**config.mk**
```make
export PLATFORM = sky130hd
export DESIGN_NAME = roi_dominant_color_classifier
export DESIGN_NICKNAME = d
export VERILOG_FILES = /design/src/rdcc_pkg.sv /design/src/rdcc_classify.sv /design/src/roi_dominant_color_classifier.sv
export SDC_FILE = /design/constraint.sdc
export NUM_CORES = 1
export LEC_CHECK = 0
export ABC_CLOCK_PERIOD_IN_PS = 9700
export BUFFER_PORTS_ARGS = -buffer_cell sky130_fd_sc_hd__buf_4
export CAP_MARGIN = 20
export CORE_MARGIN = 10
export CORE_UTILIZATION = 50
export DETAILED_ROUTE_END_ITERATION = 16
export PLACE_DENSITY = 0.68
export SLEW_MARGIN = 15
export SYNTH_ARGS = -nofsm -noshare
export SYNTH_HDL_FRONTEND = slang
export SYNTH_SLANG_ARGS = --single-unit
```
**constraint.sdc**
```tcl
create_clock -name clk -period 9.7 [get_ports clk]
set_input_delay 0.97 -clock clk [delete_from_list [all_inputs] [get_ports clk]]
set_output_delay 0.97 -clock clk [all_outputs]
set_load 0.01 [all_outputs]
```
**src/rdcc_pkg.sv**
```systemverilog
`timescale 1ns / 1ps
// ----------------------------------------------------------------------------
// rdcc_pkg
// Shared types, thresholds and helpers of the ROI dominant colour classifier.
// ----------------------------------------------------------------------------
package rdcc_pkg;

	localparam int MAX_COLS_DEF = 2048;
	localparam int MAX_ROWS_DEF = 2048;
	localparam int NUM_BINS     = 9;

	localparam int HUE_W   = 8;
	localparam int CHAN_W  = 8;
	localparam int POS_W   = 11;
	localparam int SIZE_W  = 12;
	localparam int SPAN_W  = 13;
	localparam int COUNT_W = 23;
	localparam int CFG_W   = 13;
	localparam int CFG_IDX_W = 3;
	localparam int S_DATA_W = 48;
	localparam int M_DATA_W = 8;

	localparam logic [CHAN_W-1:0] L_BLACK_MAX = 8'd25;
	localparam logic [CHAN_W-1:0] L_WHITE_MIN = 8'd230;
	localparam logic [CHAN_W-1:0] S_GRAY_MAX  = 8'd25;

	localparam logic [COUNT_W-1:0] COUNT_MAX = {COUNT_W{1'b1}};

	typedef logic [COUNT_W-1:0] count_t;

	typedef enum logic [3:0] {
		COLOR_RED     = 4'd0,
		COLOR_YELLOW  = 4'd1,
		COLOR_GREEN   = 4'd2,
		COLOR_CYAN    = 4'd3,
		COLOR_BLUE    = 4'd4,
		COLOR_MAGENTA = 4'd5,
		COLOR_GRAY    = 4'd6,
		COLOR_BLACK   = 4'd7,
		COLOR_WHITE   = 4'd8
	} color_t;

	typedef enum logic [CFG_IDX_W-1:0] {
		REG_IMAGE_WIDTH  = 3'd0,
		REG_IMAGE_HEIGHT = 3'd1,
		REG_REGION_LEFT  = 3'd2,
		REG_REGION_TOP   = 3'd3,
		REG_REGION_COLS  = 3'd4,
		REG_REGION_ROWS  = 3'd5
	} cfg_reg_t;

	typedef struct packed {
		logic [3:0] idx;
		count_t     cnt;
	} cand_t;

	// keep the lower index on a tie
	function automatic cand_t pick_max(input cand_t lo, input cand_t hi);
		cand_t r;
		r = (hi.cnt > lo.cnt) ? hi : lo;
		return r;
	endfunction

endpackage

```
**src/rdcc_classify.sv**
```systemverilog
`timescale 1ns / 1ps
// ----------------------------------------------------------------------------
// rdcc_classify
// Sorts one HLS pixel into its colour bin.
// ----------------------------------------------------------------------------
module rdcc_classify
	import rdcc_pkg::*;
(
	input  logic [HUE_W-1:0]  hue_half,
	input  logic [CHAN_W-1:0] lightness,
	input  logic [CHAN_W-1:0] saturation,
	output color_t            color
);

	logic [HUE_W:0] hue;

	assign hue = {hue_half, 1'b0};

	always_comb begin
		if (lightness <= L_BLACK_MAX) begin
			color = COLOR_BLACK;
		end else if (lightness >= L_WHITE_MIN) begin
			color = COLOR_WHITE;
		end else if (saturation <= S_GRAY_MAX) begin
			color = COLOR_GRAY;
		end else if (hue inside {[9'd21:9'd70]}) begin
			color = COLOR_YELLOW;
		end else if (hue inside {[9'd71:9'd155]}) begin
			color = COLOR_GREEN;
		end else if (hue inside {[9'd156:9'd210]}) begin
			color = COLOR_CYAN;
		end else if (hue inside {[9'd211:9'd270]}) begin
			color = COLOR_BLUE;
		end else if (hue inside {[9'd271:9'd320]}) begin
			color = COLOR_MAGENTA;
		end else begin
			color = COLOR_RED;
		end
	end

endmodule

```
**src/roi_dominant_color_classifier.sv**
```systemverilog
`timescale 1ns / 1ps
// ----------------------------------------------------------------------------
// roi_dominant_color_classifier
// Counts colour bins of pixels inside a clipped region and reports the
// dominant bin at each frame end.
//
// Pixels enter on the s_ stream, one transaction per pixel, frame_end on
// s_tlast. Pixels inside the clipped region are sorted into nine colour bins
// with saturating 23-bit counters. The pixel carrying s_tlast closes the
// frame: its count is taken, the counters are copied and cleared, and the
// first bin with the highest count (white if nothing was counted) leaves on
// the m_ stream as one transaction.
// Throughput: one pixel per cycle while s_tready is high. The result of a
// frame end passes the input register, the classified-pixel register, the
// frame snapshot, the group-winner register and the output register.
// A stalled m_ side holds the result; up to three results queue in the tree
// and output stages while pixels keep flowing, and only a fourth pending
// frame end lowers s_tready. Reset clears the counters, the pipeline and
// the configuration registers to their defaults. The cfg_ port takes a
// register write on any cycle with cfg_we high; write only while idle.
// ----------------------------------------------------------------------------
module roi_dominant_color_classifier
	import rdcc_pkg::*;
#(
	parameter int MAX_COLS = MAX_COLS_DEF,
	parameter int MAX_ROWS = MAX_ROWS_DEF
) (
	input  logic                 clk,
	input  logic                 arst_n,
	input  logic                 s_tvalid,
	output logic                 s_tready,
	// hue_half[7:0], lightness[15:8], saturation[23:16], pixel_col[34:24],
	// pixel_row[45:35], zero pad[47:46]
	input  logic [S_DATA_W-1:0]  s_tdata,
	input  logic                 s_tlast,
	output logic                 m_tvalid,
	input  logic                 m_tready,
	// top_colour[3:0], zero pad[7:4]
	output logic [M_DATA_W-1:0]  m_tdata,
	input  logic                 cfg_we,
	input  logic [CFG_IDX_W-1:0] cfg_index,
	input  logic [CFG_W-1:0]     cfg_data
);

	logic [SIZE_W-1:0] image_width_q, image_height_q;
	logic [SIZE_W-1:0] region_left_q, region_top_q;
	logic [SPAN_W-1:0] region_cols_q, region_rows_q;

	logic              valid_s1, last_s1;
	logic [HUE_W-1:0]  hue_s1;
	logic [CHAN_W-1:0] light_s1, sat_s1;
	logic [POS_W-1:0]  col_s1, row_s1;

	logic   valid_s2, last_s2, hit_s2;
	color_t color_s2;

	count_t counts_q [NUM_BINS];
	count_t counts_s3 [NUM_BINS];
	logic   valid_s3;

	cand_t  cand_s4 [3];
	logic   valid_s4;

	logic   out_valid_q;
	color_t dom_q;

	logic   out_free, s4_ready, s3_ready, s2_ready, s1_ready, adv_s2;
	color_t color_c;
	logic   hit_c;
	count_t counts_nx [NUM_BINS];
	cand_t  grp_c [3];
	cand_t  best_c;

	// configuration
	always_ff @(posedge clk or negedge arst_n) begin
		if (!arst_n) begin
			image_width_q  <= SIZE_W'(2048);
			image_height_q <= SIZE_W'(2048);
			region_left_q  <= '0;
			region_top_q   <= '0;
			region_cols_q  <= SPAN_W'(2048);
			region_rows_q  <= SPAN_W'(2048);
		end else if (cfg_we) begin
			case (cfg_index)
				REG_IMAGE_WIDTH:  image_width_q  <= cfg_data[SIZE_W-1:0];
				REG_IMAGE_HEIGHT: image_height_q <= cfg_data[SIZE_W-1:0];
				REG_REGION_LEFT:  region_left_q  <= cfg_data[SIZE_W-1:0];
				REG_REGION_TOP:   region_top_q   <= cfg_data[SIZE_W-1:0];
				REG_REGION_COLS:  region_cols_q  <= cfg_data;
				REG_REGION_ROWS:  region_rows_q  <= cfg_data;
				default: ;
			endcase
		end
	end

	// flow control
	assign out_free = !out_valid_q || m_tready;
	assign s4_ready = !valid_s4 || out_free;
	assign s3_ready = !valid_s3 || s4_ready;
	assign s2_ready = !(valid_s2 && last_s2) || s3_ready;
	assign s1_ready = !valid_s1 || s2_ready;
	assign s_tready = s1_ready;
	assign adv_s2   = valid_s2 && s2_ready;

	// stage 1: input register
	always_ff @(posedge clk or negedge arst_n) begin
		if (!arst_n) begin
			valid_s1 <= 1'b0;
		end else if (s1_ready) begin
			valid_s1 <= s_tvalid;
		end
	end

	always_ff @(posedge clk) begin
		if (s1_ready && s_tvalid) begin
			hue_s1   <= s_tdata[7:0];
			light_s1 <= s_tdata[15:8];
			sat_s1   <= s_tdata[23:16];
			col_s1   <= s_tdata[34:24];
			row_s1   <= s_tdata[45:35];
			last_s1  <= s_tlast;
		end
	end

	rdcc_classify u_classify (
		.hue_half   (hue_s1),
		.lightness  (light_s1),
		.saturation (sat_s1),
		.color      (color_c)
	);

	// region test: lo <= pos < min(lo + len, frame, max)
	logic [POS_W-1:0]  x0, y0;
	logic [POS_W+2:0]  x_end, y_end;
	logic              in_x, in_y;

	assign x0    = region_left_q[SIZE_W-1] ? '0 : region_left_q[POS_W-1:0];
	assign y0    = region_top_q[SIZE_W-1] ? '0 : region_top_q[POS_W-1:0];
	assign x_end = {3'b000, x0} + {1'b0, region_cols_q};
	assign y_end = {3'b000, y0} + {1'b0, region_rows_q};
	assign in_x  = (col_s1 >= x0) && ({3'b000, col_s1} < x_end) &&
		({1'b0, col_s1} < image_width_q) && (32'(col_s1) < 32'(MAX_COLS));
	assign in_y  = (row_s1 >= y0) && ({3'b000, row_s1} < y_end) &&
		({1'b0, row_s1} < image_height_q) && (32'(row_s1) < 32'(MAX_ROWS));
	assign hit_c = in_x && in_y;

	// stage 2: classified pixel
	always_ff @(posedge clk or negedge arst_n) begin
		if (!arst_n) begin
			valid_s2 <= 1'b0;
		end else if (s2_ready) begin
			valid_s2 <= valid_s1;
		end
	end

	always_ff @(posedge clk) begin
		if (s2_ready && valid_s1) begin
			color_s2 <= color_c;
			hit_s2   <= hit_c;
			last_s2  <= last_s1;
		end
	end

	// counter update, saturating
	always_comb begin
		for (int i = 0; i < NUM_BINS; i++) begin
			counts_nx[i] = counts_q[i];
			if (hit_s2 && (color_s2 == color_t'(i)) && (counts_q[i] != COUNT_MAX)) begin
				counts_nx[i] = counts_q[i] + COUNT_W'(1);
			end
		end
	end

	always_ff @(posedge clk or negedge arst_n) begin
		if (!arst_n) begin
			for (int i = 0; i < NUM_BINS; i++) begin
				counts_q[i] <= '0;
			end
		end else if (adv_s2) begin
			for (int i = 0; i < NUM_BINS; i++) begin
				counts_q[i] <= last_s2 ? '0 : counts_nx[i];
			end
		end
	end

	// stage 3: frame snapshot
	always_ff @(posedge clk or negedge arst_n) begin
		if (!arst_n) begin
			valid_s3 <= 1'b0;
		end else if (s3_ready) begin
			valid_s3 <= adv_s2 && last_s2;
		end
	end

	always_ff @(posedge clk) begin
		if (s3_ready && adv_s2 && last_s2) begin
			counts_s3 <= counts_nx;
		end
	end

	always_comb begin
		for (int g = 0; g < 3; g++) begin
			grp_c[g] = pick_max(
				pick_max('{idx: 4'(3*g), cnt: counts_s3[3*g]},
					'{idx: 4'(3*g+1), cnt: counts_s3[3*g+1]}),
				'{idx: 4'(3*g+2), cnt: counts_s3[3*g+2]});
		end
	end

	// stage 4: three group winners
	always_ff @(posedge clk or negedge arst_n) begin
		if (!arst_n) begin
			valid_s4 <= 1'b0;
		end else if (s4_ready) begin
			valid_s4 <= valid_s3;
		end
	end

	always_ff @(posedge clk) begin
		if (s4_ready && valid_s3) begin
			cand_s4 <= grp_c;
		end
	end

	assign best_c = pick_max(pick_max(cand_s4[0], cand_s4[1]), cand_s4[2]);

	// output register
	always_ff @(posedge clk or negedge arst_n) begin
		if (!arst_n) begin
			out_valid_q <= 1'b0;
		end else if (out_free) begin
			out_valid_q <= valid_s4;
		end
	end

	always_ff @(posedge clk) begin
		if (out_free && valid_s4) begin
			dom_q <= (best_c.cnt == '0) ? COLOR_WHITE : color_t'(best_c.idx);
		end
	end

	assign m_tvalid = out_valid_q;
	assign m_tdata  = {4'b0000, dom_q};

endmodule

```
== Yosys cells after proc, flatten, opt, wreduce, memory -nomap -nowiden ==
Cells that the tools add are included.
W data, S select, Z words.

* Bits in latches: 0
* Bits in read-only memories: 0
* Input port bits: 70
* Flip-flop bits (word level): 628
* RAM bits: 0
* Memories: 0
* Word-level logic and storage cells: 196
* Output and inout port bits: 10

* Multiplexer cells: 35
* Order comparisons: 27
* Reductions and logical operators: 56
* Equal/unequal tests: 22
* $add $sub $neg: 11
* Div/mod/pow operators: 0
* $mul: 0
* Bitwise gates (word level): 0
* Shift operators: 0

{| class="wikitable"
|+ Operator list
! cell !! number
|-
| $mux W23 || 21
|-
| $add A23 B1 Y23 const B || 9
|-
| $ne A23 B23 Y1 const B || 9
|-
| $gt A23 B23 Y1 || 8
|-
| $mux W26 || 2
|-
| $mux W24 || 2
|-
| $logic_and A1 B1 Y1 || 37
|-
| $add A11 B13 Y14 || 2
|-
| $lt A11 B14 Y1 || 2
|-
| $mux W27 || 1
|-
| $lt A11 B12 Y1 || 2
|-
| $mux W4 || 6
|-
| $logic_not A23 Y1 || 1
|-
| $ge A11 B11 Y1 || 2
|-
| $mux W11 || 2
|-
| $ge A9 B8 Y1 const B || 2
|-
| $le A9 B8 Y1 const B || 2
|-
| $le A9 B9 Y1 const B || 2
|-
| $eq A4 B3 Y1 const B || 4
|-
| $le A8 B5 Y1 const B || 2
|-
| $reduce_and A2 Y1 || 6
|-
| $ge A9 B5 Y1 const B || 1
|-
| $ge A9 B7 Y1 const B || 1
|-
| $ge A9 B9 Y1 const B || 1
|-
| 13 further kinds || 24
|}

== Depth between registers and ports, before layout ==
Gate-level depths: netlist (run 1).

* Word-level depth: 9
* Gate-level depth with buffers: 19
* Gate-level depth less buffers: 18

== Modules after synthesis ==
A second synthesis (run 1) with hierarchy kept.

* Cell total of the unflattened synthesis: 3501
* Area, all modules: 36675.2 µm²

{| class="wikitable"
|+ By module, submodules not included
! module !! area each (µm²) !! seq. area each (µm²) !! times used !! cells each
|-
| roi_dominant_color_classifier || 36411.2 || 17401.7 || 1 || 3465
|-
| rdcc_classify || 264.0 || 0.0 || 1 || 36
|}

== Worst setup path before layout (run 1) ==
OpenSTA, ideal clock, no wires.

* Path kind: input to register
* Start point: in m_tready
* End point: reg counts_q[137] (netlist name)
* Buffers on the path: 0
* Data required time: 9146 ps
* Setup time: 554 ps
* Stages: 4
* Setup slack: -1407 ps
* Arrival time: 10553 ps
* Path through: nor2b_1 > and3_1 > nor2_1 > o22ai_1

* Word-level cells in the longest chain between the ends: 5

{| class="wikitable"
|+ RTL lines
! item !! line !! RTL
|-
| start: declaration || roi_dominant_color_classifier.sv:37 || <nowiki>input logic m_tready,</nowiki>
|-
| $logic_or A1 B1 Y1 || roi_dominant_color_classifier.sv:97 || <nowiki>assign out_free = !out_valid_q || m_tready;</nowiki>
|-
| $logic_or A1 B1 Y1 || roi_dominant_color_classifier.sv:98 || <nowiki>assign s4_ready = !valid_s4 || out_free;</nowiki>
|-
| $logic_or A1 B1 Y1 || roi_dominant_color_classifier.sv:99 || <nowiki>assign s3_ready = !valid_s3 || s4_ready;</nowiki>
|-
| $logic_or A1 B1 Y1 || roi_dominant_color_classifier.sv:100 || <nowiki>assign s2_ready = !(valid_s2 && last_s2) || s3_ready;</nowiki>
|-
| $logic_and A1 B1 Y1 || roi_dominant_color_classifier.sv:103 || <nowiki>assign adv_s2 = valid_s2 && s2_ready;</nowiki>
|-
| end signal: indexed assignment || roi_dominant_color_classifier.sv:181 || <nowiki>counts_q[i] <= last_s2 ? '0 : counts_nx[i];</nowiki>
|-
| end: declaration || roi_dominant_color_classifier.sv:57 || <nowiki>count_t counts_q [NUM_BINS];</nowiki>
|}

Every way passes these cells.
A chain may end at the register's enable or synchronous reset.

==> flow_summary.json, run 1 <==
{
  "grt.overflow.total": 0,
  "tns_ns": 0,
  "die_y_um": 292,
  "grt_setup_unrepaired": "false",
  "die_w_um": 292,
  "root_buffer": "clkbuf_16",
  "nets": 3917,
  "critPathMaxStageDelay_ns": 0.79,
  "dp_hpwl_mm": 60.6,
  "grt_pass1_vias": 25900,
  "first_pass_iters": 6,
  "ant_nets": 0,
  "ys_async_sr_fraction_pct": 45.8,
  "synth_simple_gate_area_share_pct": 14.6,
  "hold_viol_final": 0,
  "yosys.area_share.adder_pct": 9.51,
  "place_area_um2": 38300,
  "rows": 99,
  "synthFlopType": "edfxtp_1",
  "wl_per_cell_um": 19.1,
  "drc_errors": 0,
  "ys_warn_count": 0,
  "critPathKind": "reg2reg",
  "synth_top_area_share_pct": 27.6,
  "viasPerCell": 5.86,
  "muxShareOfSynthArea_pct": 6.12,
  "slowest_stage": "a21oi_4",
  "ctsResizeCount": 0,
  "drive_gt1_share_pct": 9.16,
  "startpoint_type": "register",
  "die_area_um2": 85000,
  "worstPathCellList": "ha_1 -> a2111oi_0 -> nand2_1 -> o22ai_1 -> buf_4 -> nor2b_1 -> o21a_1 -> a221oi_1 -> ha_1 -> nand4_1 -> or3_1 -> or3_1 -> o21bai_1 -> a21oi_4 -> mux2_2",
  "end_kind": "register",
  "path_clk_slew_ns": 0.06,
  "finalSetupViolations": 0,
  "period_share_pct": 61.3,
  "synth_edf_count": 339,
  "fmax_mhz": 168,
  "worst_slew_pin_slew_ns": 1.11,
  "fin_util_pct": 55.7,
  "grt_usage_pct": 20.2,
  "finClkSkew_ns": 0.0186,
  "synth-xor-area-share_pct": 4.84,
  "nFillCells": 6205,
  "cp_max_fo": 26,
  "clockBufferDepth": 3,
  "power_uw": 7130,
  "postCtsSetupRepairBufs": 0,
  "routed-via-count": 26800,
  "cellPowerDensity_nw_per_um2": 175,
  "synth_top_family_by_area": "simple AND/OR/NAND/NOR gates",
  "drt-initial-drc-count": 2335,
  "slew_headroom_pct": 25.7,
  "cts_made_buffers": 69,
  "grt_max_degree": 149,
  "design_area_um2": 40600,
  "syn_area_per_cell_um2": 10.4,
  "synth_compound_area_share_pct": 13.6,
  "antenna_cells": 0,
  "worstPathArrival_ns": 6.29,
  "antenna_found_initial": 2,
  "cts_tree": "done",
  "start_util_pct": 50.5,
  "grt_pass1_wl_mm": 141,
  "insertion_delay_ns": 0.61,
  "totalWireLength_mm": 87.5,
  "synth_cell_types": 95,
  "seq_area_frac_synth_pct": 47.0,
  "synth-seq-cells": 625,
  "core-area_um2": 73000,
  "synthTopCellsByArea": "edfxtp_1 28%, dfrtp_1 19%, ha_1 9.4%",
  "p_leak_uw": 0.0173,
  "clock_sinks": 625,
  "synth_area_leader_cell": "edfxtp_1",
  "post-route-min-period_ns": 5.95,
  "worstHoldPathType": "in2async",
  "cp.required_ns": 10.04,
  "cap_violations": 0,
  "synthesis.area_um2": 36900,
  "portBuffers": 71,
  "slew_viol_final": 0,
  "gp_congestion": 0.842,
  "status": "finished clean",
  "peakVddDrop_mv": 0.182,
  "syn2layout_area_growth_pct": 10.2,
  "io_pins": 80,
  "synthCells": 3559,
  "htree_levels": 3,
  "holdBufCountCts": 0
}
layout by cell type (no fill, tap or decap), types with 9 or more instances in the layout:
| master | synthesis | final |
|---|---|---|
| dfrtp_1 | 282 | 282 |
| or3_1 | 16 | 16 |
| xor2_1 | 84 | 84 |
| a41oi_1 | 10 | 10 |
| a21oi_1 | 111 | 110 |
| mux2_2 | 68 | 68 |
| mux2i_1 | 149 | 149 |
| clkbuf_1 | 123 | 18 |
| and4_1 | 37 | 37 |
| and2_1 | 22 | 19 |
| buf_4 | 6 | 96 |
| clkinv_2 | 0 | 10 |
| a211oi_1 | 17 | 17 |
| nor4_1 | 43 | 42 |
| nand2b_1 | 41 | 41 |
| nand3_1 | 111 | 111 |
| nor3_1 | 51 | 50 |
| nor2_1 | 155 | 153 |
| o21a_1 | 13 | 13 |
| nand4_1 | 77 | 77 |
| o211ai_1 | 11 | 11 |
| a31oi_1 | 82 | 81 |
| inv_1 | 238 | 238 |
| xnor2_1 | 118 | 118 |
| o31ai_1 | 85 | 85 |
| o21ai_0 | 277 | 276 |
| clkbuf_16 | 0 | 69 |
| clkbuf_8 | 0 | 9 |
| ha_1 | 277 | 277 |
| edfxtp_1 | 339 | 339 |
| a21o_1 | 39 | 39 |
| nand2_1 | 356 | 354 |
| nor2b_1 | 39 | 39 |
| a221oi_1 | 47 | 47 |
| and3_1 | 43 | 43 |
| a22o_1 | 22 | 22 |
per-layer routing:
metal  global-route usage [%]  wire length [um]  vias to the layer above
met1                     28.3             40700                    12900
li1                         -                 -                    13100
met4                     5.12              1670                        0
met3                     2.56              4590                      115
met5                        0                 0                        -
met2                     32.5             40500                      669
where the power goes:
group / leakage, uW / internal [uW] / switching, uW / total [uW]
combinational: 0.00914 / 548 / 732 / 1280
clock: 0.00112 / 1600 / 1090 / 2700
sequential: 0.00703 / 3010 / 143 / 3150
total: 0.0173 / 5160 / 1970 / 7130
cells by family after synthesis:
logic type	count (synthesis)
AND/OR/NAND/NOR	1048
AO/OA/AOI/OAI	781
flip-flops	625
buffers and inverters	405
adder cells (fa/ha/maj)	279
multiplexers	217
XOR/XNOR	203
other	1
cells in the mapped netlist (16+ instances only):
cell type and instances:
o21ai_0 277, edfxtp_1 339, inv_1 238, a31oi_1 82, and3_1 43, nor2b_1 39, nand2b_1 41, or3_1 16
xor2_1 84, nor4_1 43, nor3_1 51, clkbuf_1 123, mux2i_1 149, a21oi_1 111, dfrtp_1 282, nand2_1 356
a21o_1 39, mux2_2 68, ha_1 277, xnor2_1 118, a221oi_1 47, and4_1 37, nand3_1 111, and2_1 22
buf_2 29, a22o_1 22, a211oi_1 17, nor2_1 155, nand4_1 77, o31ai_1 85
sequential cells by signal, summed over array words and instances (netlist names), 4 cells and up:
register	flops
region_cols_q	13
sat_s1	7
color_s2	4
hue_s1	8
counts_s3	207
region_left_q	12
dom_q	4
row_s1	11
image_height_q	12
cand_s4	77
light_s1	7
col_s1	11
image_width_q	12
counts_q	207
region_rows_q	13
region_top_q	12
path summary, 6_finish.rpt:
check / start / depth (start not counted) / slack (ns) / endpoint
setup / recovery: counts_s3[27] / 15 / 3.75 / cand_s4[0]
hold / removal: arst_n / 1 / 0.33 / counts_q[194]
setup reg to reg: counts_s3[27] / 15 / 3.75 / cand_s4[0]
hold reg to reg: last_s1 / 0 / 0.42 / last_s2
max in group asynchronous: arst_n / 2 / 7.90 / region_top_q[11]
min in group clk: last_s1 / 0 / 0.42 / last_s2
stage by stage:
| stage | worst slack (ns) | instances | hold slack [ns] |
|---|---|---|---|
| global route | 3.38 | 4582 | 0.387 |
| floorplan | 2.27 | 3562 | 0.400 |
| finish | 3.75 | 4582 | 0.326 |
| detailed placement | 3.78 | 4455 | 0.407 |
| CTS | 3.71 | 4581 | 0.355 |
| global placement | 3.85 | 4455 | 0.403 |
layout make-up:
class / count / area (um^2) / share of cell area (%)
well taps: 959 / 1200 / 2.95
inverters: 239 / 897 / 2.21
multi-input cells: 2532 / 18100 / 44.5
repair buffers: 101 / 823 / 2.03
flip-flops and latches: 625 / 17300 / 42.7
clock inverters: 30 / 373 / 0.918
clock buffers: 96 / 1920 / 4.72
worst max-delay path: cells and delay by family (launching register included):
family                   cells  cell delay [ns]
adder cells (fa/ha/maj)      2             0.56
flip-flops                   1             0.39
buffers and inverters        1             0.32
AO/OA/AOI/OAI                6             2.86
AND/OR/NAND/NOR              5             1.09
multiplexers                 1             0.43
(Power assumes the default switching activity.)
==> run 2: changes to the inputs <==
Settings changed: ABC_AREA set to 1, ABC_CLOCK_PERIOD_IN_PS 9700 to 5200, PLACE_DENSITY 0.68 to 0.69.
Clock period 9.7 ns to 5.2 ns, I/O delays scaled along.
==> run 2 against run 1 <==
  * Synthesized area decreased by 2.9%
  * Flip-flop and latch count unchanged
  * Non-clock buffer count decreased by 6
  * First-iteration DRC count decreased by 10%
  * Register-to-register slack got worse by 3.1 ns
  * Total power increased by 85%
  * Clock skew increased by 0.0019 ns
  * Worst setup slack got worse by 3.1 ns
  * Critical endpoint is now cand_s4[5]
  * Largest power group unchanged
==> flow_summary.json, run 2 <==
{
  "cp.required_ns": 5.55,
  "grt_max_degree": 126,
  "totalWireLength_mm": 83.3,
  "finalSetupViolations": 0,
  "viasPerCell": 5.30,
  "root_buffer": "clkbuf_16",
  "worst_slew_pin_slew_ns": 0.984,
  "synthTopCellsByArea": "edfxtp_1 28%, dfrtp_1 20%, ha_1 9.7%",
  "p_leak_uw": 0.0181,
  "r2r_slack_ns": 0.62,
  "postCtsSetupRepairBufs": 0,
  "hold_viol_final": 0,
  "r2r_cells": 18,
  "ys_warn_count": 0,
  "internal-power_uw": 9490,
  "dp_hpwl_mm": 61.6,
  "layout_common_cells": "873 x nand2_1, 623 x inv_1, 339 x edfxtp_1",
  "grtUsageMet3_pct": 3.52,
  "rows": 98,
  "gr-usage-met1_pct": 27.5,
  "grt_usage_pct": 20.2,
  "p_switching_uw": 3670,
  "hold_start": "s_tdata[35]",
  "nets": 4451,
  "slew_headroom_pct": 34.4,
  "synth-seq-cells": 625,
  "die_w_um": 287,
  "grt_pass1_wl_mm": 135,
  "synthCells": 4031,
  "yosysMostFrequentCell": "nand2_1",
  "combPwrFrac_pct": 16.2,
  "synth_edf_count": 339,
  "syn2layout_area_growth_pct": 11.1,
  "top_regs": "counts_q (207), counts_s3 (207), cand_s4 (77)",
  "die_area_um2": 82600,
  "portBuffers": 71,
  "grt_use_met2_pct": 32.3,
  "wl_per_cell_um": 16.3,
  "worstPathArrival_ns": 4.93,
  "drt-initial-drc-count": 2097,
  "reg2reg_from": "counts_s3[45]",
  "fmax_mhz": 219,
  "min_path_cells": 1,
  "synth_cell_types": 65,
  "cts_tree": "done",
  "worstHoldPathType": "in2reg",
  "start_util_pct": 50.2,
  "pwr-share-clk_pct": 40.0,
  "first_pass_iters": 7,
  "insertion_delay_ns": 0.63,
  "synthTopCellsByCount": "873 x nand2_1, 625 x inv_1, 339 x edfxtp_1",
  "synthFlopType": "edfxtp_1",
  "htree_levels": 3,
  "syn_area_per_cell_um2": 8.87,
  "top_usage_layer": "met2",
  "status": "finished clean",
  "grt_setup_unrepaired": "false",
  "final_common_cell": "nand2_1",
  "clock_sinks": 625,
  "worstReg2RegEnd": "cand_s4[5]",
  "p_seq_share_pct": 43.9,
  "ctsResizeCount": 0,
  "io_pins": 80,
  "startpoint_type": "register",
  "routed-via-count": 27100,
  "grt_pass1_vias": 26300,
  "drc_errors": 0,
  "peakVddDrop_mv": 0.350,
  "tns_ns": 0,
  "period_share_pct": 88.0,
  "ys_async_sr_fraction_pct": 45.8,
  "end_kind": "register",
  "critPathKind": "reg2reg",
  "antenna_found_initial": 1,
  "drive_gt1_share_pct": 7.23,
  "finClkSkew_ns": 0.0205,
  "grt.overflow.total": 0,
  "crit_path_start": "counts_s3[45]",
  "core-area_um2": 71200,
  "cellPowerDensity_nw_per_um2": 331,
  "die_y_um": 287,
  "fin_util_pct": 55.8,
  "gp_congestion": 0.909,
  "seq_area_frac_synth_pct": 48.5,
  "post-route-min-period_ns": 4.58,
  "slew_viol_final": 0,
  "swShare_pct": 27.9,
  "synthesis.area_um2": 35800,
  "clockBufferDepth": 3,
  "holdPathEnd": "row_s1[0]",
  "synth_area_leader_cell": "edfxtp_1",
  "path_clk_slew_ns": 0.06,
  "cap_violations": 0,
  "ant_nets": 0,
  "synth_top_area_share_pct": 28.5,
  "cts_made_buffers": 71,
  "hold_slack_ns": 0.0635,
  "power_uw": 13200,
  "cp_max_fo": 26
}
## run 2: cells by family after synthesis
kind of cell / Yosys count / share of synthesized area, %
AOI/OAI and AO/OA: 695 / 10.8
xor gates and xnor gates: 181 / 4.47
adders and majority gates: 279 / 9.80
buffers and inverters: 740 / 8.15
DFF: 625 / 48.5
muxes: 3 / 0.0839
other: 1 / 0.0105
and+or+nand+nor: 1507 / 18.2
## run 2: cell type report
class | instances | area [um^2]
tap | 950 | 1190
antenna | 2 | 5.00
timing repair buffer | 95 | 786
clock inverter | 40 | 480
inverter | 640 | 2410
multi-input combinational | 2669 | 15500
sequential | 625 | 17300
clock buffer | 92 | 1990
fill | 6288 | 31500
## run 2: how the worst max path moves through the flow
stage / endpoint / cells after the start / slack (ns)
5_1_grt: cand_s4[63] / 21 / 0.15
3_3_place_gp: cand_s4[21] / 17 / 0.81
4_1_cts: cand_s4[5] / 19 / 0.66
3_5_place_dp: cand_s4[5] / 17 / 0.70
6_report: cand_s4[5] / 18 / 0.62
2_1_floorplan: counts_s3[0] / 14 / 0.01
## run 2: worst max-delay path, stage by stage, from the launching register on
cell and delay, ns:
edfxtp_1 0.41, ha_1 0.33, nand4_1 0.13, nor3_1 0.28
o21ai_0 0.17, o2111ai_1 0.12, nand2_1 0.16, buf_4 0.21
o21ai_1 0.36, ha_1 0.35, a21oi_1 0.15, o21ai_0 0.10
a41oi_1 0.22, nand3_1 0.11, nand2_1 0.13, clkinv_1 0.53
buf_4 0.40, nand2_1 0.06, o21ai_0 0.08
## run 2: power groups by stage
stage / clock, uW / sequential [uW] / combinational [uW]
after global routing: 5550 / 5800 / 2470
after floorplan: 0 / 5810 / 1550
after detailed placement: 0 / 5870 / 2120
after global placement: 0 / 5860 / 2060
final: 5260 / 5770 / 2130
after CTS: 5360 / 5770 / 2140
## run 2: what timing repair did
item,in CTS,in global routing
setup endpoints to repair,0,0
hold endpoints to repair,64,0
hold buffers,1,0
## run 2: metrics by stage
| step | worst slack [ns] | cell area [um^2] | instances |
|---|---|---|---|
| after detailed placement | 0.703 | 37300 | 4978 |
| final | 0.623 | 39800 | 5113 |
| after global placement | 0.806 | 37300 | 4978 |
| after global routing | 0.153 | 39700 | 5111 |
| after CTS | 0.655 | 39700 | 5111 |
| after floorplan | 0.0140 | 35800 | 4034 |
## run 2: routing by layer
layer  routed length (um)  up-vias
met1                37900    12600
met2                37900      692
met4                 2340        0
met5                    0        -
met3                 5230      133
li1                     -    13600
==> run 3: changes to the inputs <==
Settings changed: CORE_MARGIN 10 to not set, CTS_CLUSTER_DIAMETER set to 120, RECOVER_POWER set to 25.
==> run 3 against run 2 <==
  * The run now ends with capacitance limit, slew limit left
  * Critical path type unchanged
  * Routed wire length is 0.66% lower
  * Worst setup slack better by 0.30 ns
  * Flip-flop and latch count stayed put
  * Utilization is 0.49 points higher
  * Hold slack better by 0.022 ns
==> flow_summary.json, run 3 (synthesis results as in run 2) <==
{
  "status": "finished, violations left",
  "violations": "capacitance limit, slew limit",
  "cellPowerDensity_nw_per_um2": 327,
  "top_regs": "counts_q (207), counts_s3 (207), cand_s4 (77)",
  "routed-via-count": 27100,
  "crit_path_start": "counts_s3[29]",
  "pwr-share-clk_pct": 39.1,
  "die_y_um": 269,
  "nets": 4454,
  "worstReg2RegEnd": "cand_s4[4]",
  "crit_path_end": "cand_s4[4]",
  "clockBufferDepth": 3,
  "first_pass_iters": 5,
  "clock_sinks": 625,
  "top_usage_layer": "met2",
  "grt_pass1_vias": 26000,
  "cap_violations": 1,
  "worstPathArrival_ns": 4.61,
  "drc_errors": 0,
  "grtUsageMet3_pct": 2.66,
  "fin_ws_ns": 0.926,
  "end_kind": "register",
  "cts_made_buffers": 70,
  "postCtsSetupRepairBufs": 0,
  "grt_use_met2_pct": 38.0,
  "nFillCells": 6349,
  "final_common_cell": "nand2_1",
  "start_util_pct": 50.8,
  "startpoint_type": "register",
  "r2r_cells": 18,
  "die_w_um": 269,
  "critPathKind": "reg2reg",
  "totalWireLength_mm": 82.8,
  "slew_viol_final": 55,
  "syn2layout_area_growth_pct": 10.8,
  "tns_ns": 0,
  "wl_per_cell_um": 16.2,
  "grt_pass1_wl_mm": 135,
  "reg2reg_from": "counts_s3[29]",
  "core-area_um2": 70400,
  "slew_headroom_pct": -119,
  "grt_max_degree": 145,
  "layout_common_cells": "875 x nand2_1, 623 x inv_1, 339 x edfxtp_1",
  "cp_max_fo": 46,
  "antenna_cells": 0,
  "peakVddDrop_mv": 0.303,
  "root_buffer": "clkbuf_16",
  "drt-initial-drc-count": 2156,
  "cts_tree": "done",
  "swShare_pct": 28.1,
  "p_leak_uw": 0.0180,
  "worst_slew_pin_slew_ns": 3.29,
  "grt.overflow.total": 0,
  "portBuffers": 71,
  "p_switching_uw": 3630,
  "ant_nets": 0,
  "die_area_um2": 72600,
  "internal-power_uw": 9310,
  "finalSetupViolations": 0,
  "worstHoldPathType": "in2reg",
  "grt_setup_unrepaired": "false",
  "grt_usage_pct": 23.0,
  "combPwrFrac_pct": 16.2,
  "insertion_delay_ns": 0.63,
  "dp_hpwl_mm": 60.4,
  "drive_gt1_share_pct": 6.92,
  "fmax_mhz": 234,
  "gr-usage-met1_pct": 31.8,
  "period_share_pct": 82.2,
  "gp_congestion": 0.915,
  "hold_viol_final": 0,
  "htree_levels": 3,
  "post-route-min-period_ns": 4.27,
  "dp_slack_ns": 1.03,
  "viasPerCell": 5.31,
  "rows": 97,
  "r2r_slack_ns": 0.93,
  "finClkSkew_ns": 0.0279,
  "p_seq_share_pct": 44.7,
  "path_clk_slew_ns": 0.06,
  "antenna_found_initial": 0,
  "io_pins": 80,
  "cp.required_ns": 5.53
}
## run 3: cell count changes in the layout (fill, tap and decap cells not counted), sizes merged
cell      before  now
clkinvlp       5    4
clkbuf        92  144
diode          2    0
inv          642  641
bufinv         8    7
clkinv        25   24
buf           94   46
## run 3: how the worst min path moves through the flow
stage	from	to	depth (start not counted)
after floorplan	arst_n	counts_q[0]	0
after global placement	last_s1	last_s2	0
after detailed placement	last_s1	last_s2	0
after CTS	s_tdata[41]	row_s1[6]	1
after global routing	s_tdata[40]	row_s1[5]	1
final	s_tdata[41]	row_s1[6]	1
## run 3: through the flow
| step | utilization (%) | total power, uW | hold WS, ns | cell area (um^2) | std cells |
|---|---|---|---|---|---|
| finish | 56.3 | 12900 | 0.0857 | 39600 | 5101 |
| global route | 56.3 | 13600 | 0.0607 | 39600 | 5101 |
| CTS | 56.4 | 13100 | 0.00978 | 39700 | 5101 |
| detailed placement | 53.0 | 7980 | 0.420 | 37300 | 4972 |
| global placement | 53.0 | 7920 | 0.424 | 37300 | 4972 |
| floorplan | - | 7360 | 0.224 | 35800 | 4034 |
## run 3: routing by layer
metal | vias up | wire, um
met5 | - | 0
met1 | 12700 | 38000
met4 | 0 | 2020
met3 | 113 | 3880
met2 | 590 | 38900
li1 | 13700 | -
## run 3: power by group through the flow
stage | clock (uW) | combinational [uW] | sequential (uW)
after CTS | 5170 | 2110 | 5790
after global placement | 0 | 2040 | 5880
after global routing | 5360 | 2440 | 5810
after floorplan | 0 | 1550 | 5810
final | 5060 | 2100 | 5790
after detailed placement | 0 | 2100 | 5880
## run 3: cell type report
type,count,area (um^2),area share [%]
timing repair buffer,99,812,2.05
tap,940,1180,2.97
multi-input combinational,2669,15500,39.2
clock inverter,36,440,1.11
inverter,640,2410,6.09
sequential,625,17300,43.8
clock buffer,92,1900,4.81
## run 3: timing repair
| action | in CTS | in global routing |
|---|---|---|
| hold buffers | 1 | 0 |
| endpoints found under the hold margin | 54 | 0 |
| gates resized for setup | 0 | 0 |
## run 3: critical path: stages (launching register included)
cell	delay, ns
edfxtp_1	0.38
ha_1	0.31
nand2_1	0.09
nor4b_1	0.48
nand3_1	0.13
nand2_1	0.43
buf_4	0.35
o21ai_0	0.18
ha_1	0.35
nand2_1	0.06
o21ai_0	0.15
nand2_1	0.07
o211ai_1	0.11
nand2_1	0.08
nand3_1	0.08
nand2_1	0.11
clkinv_1	0.06
buf_4	0.36
o21ai_0	0.21
